==> config.mk <==
export PLATFORM = sky130hd
export DESIGN_NAME = stl_ctrl
export DESIGN_NICKNAME = d
export VERILOG_FILES = /design/src/design/stl_pkg.sv /design/src/design/stl_ctrl.sv
export SDC_FILE = /design/constraint.sdc
export NUM_CORES = 1
export LEC_CHECK = 0
export BUFFER_PORTS_ARGS = -buffer_cell sky130_fd_sc_hd__clkbuf_2
export CORE_AREA = 4 4 41 43
export DETAILED_ROUTE_END_ITERATION = 7
export DIE_AREA = 0 0 45 47
export PLACE_DENSITY_LB_ADDON = 0.08
export REMOVE_ABC_BUFFERS = 1
export SLEW_MARGIN = 0
export SYNTH_ARGS = -nofsm -noshare
export SYNTH_HDL_FRONTEND = slang
export SYNTH_SLANG_ARGS = --single-unit
==> constraint.sdc <==
create_clock -name clock -period 1.6 [get_ports clock]
set_clock_uncertainty 0.15 [all_clocks]
set_input_delay 0.48 -clock clock [delete_from_list [all_inputs] [get_ports clock]]
set_output_delay 0.48 -clock clock [all_outputs]
set_load 0.05 [all_outputs]
==> src/design/stl_pkg.sv <==
// Shared types and constants for the span timer.
// No dependencies; imported by stl_dp, stl_ctrl and span_timer_with_loop_modes.
package stl_pkg;

   localparam int STL_FRAC_BITS  = 16;
   localparam int STL_TIME_WIDTH = 32;
   localparam int SPEED_WIDTH    = 16;
   localparam int CYC_WIDTH      = 16;
   localparam int EVT_WIDTH      = 16;
   localparam int CNT_WIDTH      = 8;

   typedef logic [2:0] mode_type;
   localparam mode_type MODE_NORMAL       = 3'd0;
   localparam mode_type MODE_REVERSE      = 3'd1;
   localparam mode_type MODE_CONTINUE     = 3'd2;
   localparam mode_type MODE_CONTINUE_REV = 3'd3;
   localparam mode_type MODE_LOOP         = 3'd4;
   localparam mode_type MODE_LOOP_REV     = 3'd5;
   localparam mode_type MODE_PING_PONG    = 3'd6;
   localparam mode_type MODE_ALT_NORMAL   = 3'd7;

   typedef logic [1:0] cmd_type;
   localparam cmd_type CMD_TICK     = 2'd0;
   localparam cmd_type CMD_START    = 2'd1;
   localparam cmd_type CMD_SET_TIME = 2'd2;

   typedef logic [1:0] csr_idx_type;
   localparam csr_idx_type CSR_MODE       = 2'd0;
   localparam csr_idx_type CSR_SPAN_START = 2'd1;
   localparam csr_idx_type CSR_SPAN_END   = 2'd2;
   localparam csr_idx_type CSR_SPEED      = 2'd3;

   typedef enum logic [2:0] {
      ST_IDLE,
      ST_MUL,
      ST_ADD,
      ST_EVAL,
      ST_DIV,
      ST_APPLY,
      ST_FMUL,
      ST_RESP
   } state_type;

   typedef struct packed {
      logic capture;
      logic mul;
      logic add;
      logic div_start;
      logic apply;
      logic fmul;
      logic load_rsp;
   } ctrl_cmd_type;

   typedef struct packed {
      logic need_div;
      logic div_done;
   } dp_status_type;

endpackage

==> src/design/stl_ctrl.sv <==
// Controller state machine: sequences one item through the datapath.
// Depends on stl_pkg; talks to stl_dp through command and status structs.
module stl_ctrl
   import stl_pkg::*;
(
   input  logic          clock,
   input  logic          reset,
   input  logic          req_valid,
   output logic          req_ready,
   output logic          rsp_valid,
   input  logic          rsp_ready,
   input  dp_status_type status,
   output ctrl_cmd_type  ctrl
);

   state_type state_ff;
   state_type state_in;
   logic      rsp_valid_ff;
   logic      rsp_busy;

   assign rsp_busy = rsp_valid_ff && !rsp_ready;

   always_comb begin
      state_in = state_ff;
      unique case (state_ff)
         ST_IDLE:  if (req_valid) state_in = ST_MUL;
         ST_MUL:   state_in = ST_ADD;
         ST_ADD:   state_in = ST_EVAL;
         ST_EVAL:  state_in = status.need_div ? ST_DIV : ST_APPLY;
         ST_DIV:   if (status.div_done) state_in = ST_APPLY;
         ST_APPLY: state_in = ST_FMUL;
         ST_FMUL:  state_in = ST_RESP;
         ST_RESP:  if (!rsp_busy) state_in = ST_IDLE;
         default:  state_in = ST_IDLE;
      endcase
   end

   always_comb begin
      ctrl           = '0;
      req_ready      = (state_ff == ST_IDLE);
      ctrl.capture   = (state_ff == ST_IDLE) && req_valid;
      ctrl.mul       = (state_ff == ST_MUL);
      ctrl.add       = (state_ff == ST_ADD);
      ctrl.div_start = (state_ff == ST_EVAL) && status.need_div;
      ctrl.apply     = (state_ff == ST_APPLY);
      ctrl.fmul      = (state_ff == ST_FMUL);
      ctrl.load_rsp  = (state_ff == ST_RESP) && !rsp_busy;
   end

   always_ff @(posedge clock) begin
      if (reset) begin
         state_ff     <= ST_IDLE;
         rsp_valid_ff <= 1'b0;
      end else begin
         state_ff <= state_in;
         if (ctrl.load_rsp) begin
            rsp_valid_ff <= 1'b1;
         end else if (rsp_ready) begin
            rsp_valid_ff <= 1'b0;
         end
      end
   end

   assign rsp_valid = rsp_valid_ff;

endmodule

==> results of run 1 <==
routing by layer:
metal  GRT usage, %  share of wire, %  vias up
met5              0                 0        -
met4           7.02               3.2        0
met3           7.28               6.0        6
met2           22.9                59        9
met1           8.86                32      169
li1               -                 -      180
cell usage after synthesis:
cell type,n
nor3_1,2
nor3b_1,3
and2_1,1
buf_6,2
and3b_1,1
a21o_1,1
nand4_1,1
dfxtp_1,4
or2_0,1
nor2b_1,1
a31oi_1,1
nand3_2,1
nor2_1,4
and2b_1,1
nand2b_1,2
nand2_1,2
nor3_2,1
a21oi_1,3
buf_4,1
worst max-delay path, cell delays in order, from the launching register on:
cell,delay (ns)
dfxtp_4,0.36
buf_4,0.15
nor3b_4,0.15
buf_4,0.14
buf_12,0.12
flip-flops by register name, indices dropped and copies added, names as in the netlist:
register / cells
state_ff: 3
rsp_valid: 1
cells in the final DEF (no fill, tap or decap):
cell type   n
or2_0       1
a31oi_1     1
clkbuf_4    3
nor3_4      1
clkbuf_16   1
nor2_4      2
nor2b_1     1
nand4_1     1
nand2_4     1
and2b_1     1
buf_8       2
a21o_1      1
buf_12      5
dfxtp_1     1
and3b_1     1
buf_6       5
nor2_1      2
and2_4      1
nand2_2     1
buf_4      14
clkbuf_2    6
nand3_2     1
nand2b_1    2
nor3b_4     1
nor3_1      2
a21oi_1     3
dfxtp_4     3
nor3b_2     2
per-stage QoR:
| stage | util (%) | cell area, um2 | total power, uW | setup slack [ns] | hold slack (ns) |
|---|---|---|---|---|---|
| floorplan | - | 238 | 229 | -0.805 | 0.399 |
| global placement | 38.9 | 507 | 334 | -0.159 | 0.489 |
| detailed placement | 38.9 | 507 | 339 | -0.172 | 0.504 |
| CTS | 49.8 | 648 | 540 | -0.205 | 0.293 |
| global route | 53.2 | 692 | 607 | -0.255 | 0.292 |
| finish | 53.2 | 692 | 565 | -0.196 | 0.307 |
cell type report:
class / count / area share, %
timing repair buffer: 33 / 50.1
clock buffer: 3 / 3.25
sequential: 4 / 13.2
multi-input combinational: 26 / 30.7
tap: 15 / 2.71
report_power, final:
part,internal (uW),leakage (uW),switching [uW]
combinational,170,0.000280,137
clock,84.1,0.0000138,44.5
sequential,110,0.0000348,19.4
total,364,0.000329,201
what timing repair did:
item                       in CTS  in global routing
setup endpoints to repair       8                  8
pin swaps                       4                  2
gates resized for setup        26                  9
setup buffers                   3                  2
path summary, 6_finish.rpt:
check / startpoint / to / slack (ns)
max: state_ff[0] / ctrl[4] / -0.20
min: reset / state_ff[0] / 0.31
max reg2reg: state_ff[0] / state_ff[0] / 0.44
min reg2reg: state_ff[2] / state_ff[0] / 0.52
kinds of logic (layout without fill, tap and decap cells):
group / after synthesis / after routing / share of synthesized area (%)
AO/OA/AOI/OAI: 5 / 5 / 10.7
buffers and inverters: 3 / 36 / 11.2
flip-flops: 4 / 4 / 29.9
AND/OR/NAND/NOR: 21 / 21 / 48.1
==> run summary, run 1 <==
status = complete, but fails checks
violated checks = negative setup slack
Row Count = 13
class of the worst hold path = in -> reg
largest net degree at the start of global routing = 8
gpl congestion = 0.706
Inst Count DP = 73
Multi-input gate area = 213 um2
sequential-to-total area share from yosys stat = 29.9%
worst slew pin tran = 0.277 ns
HPWL after DPL = 657 um
crit-path max FO = 6
Non-Filler Instances = 81
fraction of layout instances using a drive strength above 1 = 74.2%
setup total negative slack = -1.32 ns
fillers = 128
fmax = 0.557 GHz
die height = 47 um
post-synth top area share = 29.9%
Final period util = 112%
Initial Util = 20.6%
power density over the cells = 816 nW/um2
largest area contributor in the netlist = dfxtp_1
Clock Sinks = 4
CTS max path bufs = 2
core area = 1300 um2
Die Area = 2120 um2
CTS Root Cell = clkbuf_4
post-synthesis register bit count = 4
H-tree depth = 1
# port buffers = 14
area grow syn2layout = 158%
Clock transition at path regs = 0.04 ns
Post-DRT Antenna Nets = 0
IO Count = 15
RSZ-0062 raised after global routing = true
endpoints failing hold = 0
initial antenna violation count = 0
nets = 74
CTS tree = done
CP arrival = 1.17 ns
hold_buf cts = 0
count of different cell masters after synthesis = 19
Synth warnings = 0
final WL = 983 um
# setup viols final = 8
WL/cell = 12.1 um
Max Slew Vio Count = 0
min cycle time layout = 1.80 ns
Setup CP Type = reg -> out
Max VDD drop = 0.481 mV
Mapped Cells = 33
Iter 0 DRT Violations = 5
CP Capture Type = primary output
leak pwr = 0.000329 uW
WP data required = 0.97 ns
vias = 364
number of vias per cell = 4.49
synthesized cell area = 268 um2
first-pass GRT wire length = 1640 um
DRC Markers = 0
first-pass detailed-route iteration total = 3
Max Cap Viol = 0
largest cells by area after synthesis = dfxtp_1 30%, buf_6 8.4%, nor3b_1 8.4%, a21oi_1 5.6%, nor2_1 5.6%
ant diodes = 0
worst r2r path cells = 4
Slew HR = 81.6%
critical path startpoint category = flip-flop
chip width = 45 um
worst hold stages = 2
GRT Residual Overflow = 0
Mean Syn Cell Area = 8.11 um2
CTS Buf Count = 3
number of global-route vias before repair = 396
Final WS setup = -0.196 ns
Clock Latency Late Sink = 0.24 ns
register area = 91.3 um2
overall routing resource usage = 11.9%
Power figures use the tool's default switching activity.
==> run 2, diff against run 1 <==
==> constraint.sdc (replaced) <==
create_clock -name clock -period 1.6 [get_ports clock]
set_clock_uncertainty 0.15 [all_clocks]
set_input_delay 0.08 -clock clock [delete_from_list [all_inputs] [get_ports clock]]
set_output_delay 0.08 -clock clock [all_outputs]
set_load 0.05 [all_outputs]
==> run 2 against run 1 <==
Design area shrank 48%. Fmax grew 20%. Hold slack lost 0.23 ns. The run now ends clean.
==> run summary, run 2 (synthesized netlist as in run 1, its figures left out) <==
fillers = 151 (+18%)
CP arrival = 1.26 ns (+0.09 ns)
critical path startpoint category = flip-flop
area grow syn2layout = 35.5%
gpl congestion = 0.645 (-8.5%)
final WL = 593 um (-40%)
fin util = 27.9% (-25 points)
max reg flops = 3 (unchanged)
Clock Latency Late Sink = 0.23 ns (about the same)
# port buffers = 14 (unchanged)
H-tree depth = 1 (unchanged)
nets = 56 (-24%)
Post-DRT Antenna Nets = 0 (unchanged)
Initial Util = 20.6% (unchanged)
Seq pwr share = 35.8% (+13 points)
WP data required = 1.37 ns (+0.40 ns)
core area = 1300 um2 (unchanged)
Clock Sinks = 4 (unchanged)
DRC Markers = 0 (unchanged)
Max VDD drop = 0.305 mV (-37%)
first-pass detailed-route iteration total = 1 (-2)
crit path to = ctrl[3]
M3 GR Usage = 2.30% (-5.0 points)
# setup viols final = 0 (-8)
worst slew pin tran = 0.280 ns (+0.00357 ns)
largest net degree at the start of global routing = 13 (+5)
Final WS setup = 0.109 ns (+0.306 ns)
status = finished clean
die height = 47 um (unchanged)
most common cell after layout, fill and taps aside = clkbuf_2
met1 GRT Util = 6.36% (-2.5 points)
number of vias per cell = 4.41 (-1.8%)
NetSw = 146 uW (-27%)
Final period util = 93.2% (-19 points)
pre-CTS WS = 0.190 ns (+0.362 ns)
FF-to-FF End = state_ff[0]
sw frac = 38.5% (+3.0 points)
P_int = 234 uW (-36%)
Worst Setup SP = state_ff[1]
first-pass GRT wire length = 966 um (-41%)
Row Count = 13 (unchanged)
Clock transition at path regs = 0.04 ns (about the same)
worst r2r path cells = 3 (-1)
fmax = 0.671 GHz (+20%)
CTS Buf Count = 3 (unchanged)
Setup CP Type = reg -> out
Slew HR = 81.4% (-0.24 points)
CP Capture Type = primary output
crit-path max FO = 12 (+6)
number of global-route vias before repair = 253 (-36%)
Max Slew Vio Count = 0 (unchanged)
power share of the clock group = 31.1% (+8.3 points)
Max Cap Viol = 0 (unchanged)
power density over the cells = 1050 nW/um2 (+28%)
fraction of layout instances using a drive strength above 1 = 45.8% (-28 points)
vias = 278 (-24%)
overall routing resource usage = 6.48% (-5.5 points)
design area = 363 um2 (-48%)
setup total negative slack = 0 ns (+1.32 ns)
Die Area = 2120 um2 (unchanged)
WL/cell = 9.41 um (-22%)
ant diodes = 0 (unchanged)
HPWL after DPL = 474 um (-28%)
endpoints failing hold = 0 (unchanged)
CTS tree = done
setup bufs post-CTS = 0 (-3)
chip width = 45 um (unchanged)
Area after DPL = 327 um2 (-36%)
leak pwr = 0.000171 uW (-48%)
reg2reg start = state_ff[2]
initial antenna violation count = 0 (unchanged)
RSZ-0062 raised after global routing = false
min cycle time layout = 1.49 ns (-0.306 ns)
GRT Residual Overflow = 0 (unchanged)
Most flops, register = state_ff
Iter 0 DRT Violations = 0 (-5)
share of total power in combinational logic = 33.1% (-21 points)
class of the worst hold path = in -> reg
IO Count = 15 (unchanged)
flop-to-flop setup slack = 0.46 ns (+0.02 ns)
met2 usage = 11.0% (-12 points)
GR peak layer = met2
CTS max path bufs = 2 (unchanged)
commonest cells after routing, fill and taps aside = 14 x clkbuf_2, 4 x nor2_1
CTS Root Cell = clkbuf_4
==> run 2: worst min path at each step <==
stage	startpoint	to	slack, ns	cells after the start
2_1_floorplan	reset	state_ff[0]	-0.0006	1
3_3_place_gp	reset	rsp_valid	0.17	2
3_5_place_dp	reset	rsp_valid	0.16	2
4_1_cts	req_valid	state_ff[0]	0.07	4
5_1_grt	req_valid	state_ff[0]	0.09	4
6_report	req_valid	state_ff[0]	0.07	4
==> run 2: power groups by stage <==
stage                     logic (uW)  clock network [uW]  registers [uW]
after CTS                        127                 125             136
after floorplan                 98.6                   0             130
after global placement           127                   0             134
after global routing             133                 131             141
final                            126                 118             136
after detailed placement         125                   0             136
==> run 2: worst max-delay path, cell delays in order (launching register included) <==
cell and delay, ns:
dfxtp_2 0.44, nand2_1 0.10, nor3b_1 0.19, clkbuf_2 0.30
==> run 2: area by class of cell <==
cell class / count / area, um2 / area share, %
Multi-Input combinational cell: 26 / 158 / 43.4
Sequential cell: 4 / 83.8 / 23.1
Timing Repair Buffer: 15 / 80.1 / 22.1
Clock buffer: 3 / 22.5 / 6.21
Tap cell: 15 / 18.8 / 5.17
==> run 2: layer usage <==
layer	up-vias	routed length [um]
li1	149	-
met4	0	5
met2	4	330
met5	-	0
met1	123	235
met3	2	22
==> run 2: metrics by stage <==
step | hold slack, ns | total power [uW] | std cells
6_report | 0.0723 | 380 | 63
5_1_grt | 0.0902 | 405 | 63
4_1_cts | 0.0736 | 388 | 63
3_5_place_dp | 0.164 | 261 | 59
3_3_place_gp | 0.167 | 261 | 59
2_1_floorplan | -0.000586 | 229 | 30
==> run 2: repair_timing <==
action                                  in CTS  in global routing
endpoints found under the setup margin       1                  2
hold buffers                                 1                  0
endpoints found under the hold margin        4                  0
gates resized for setup                      2                  1
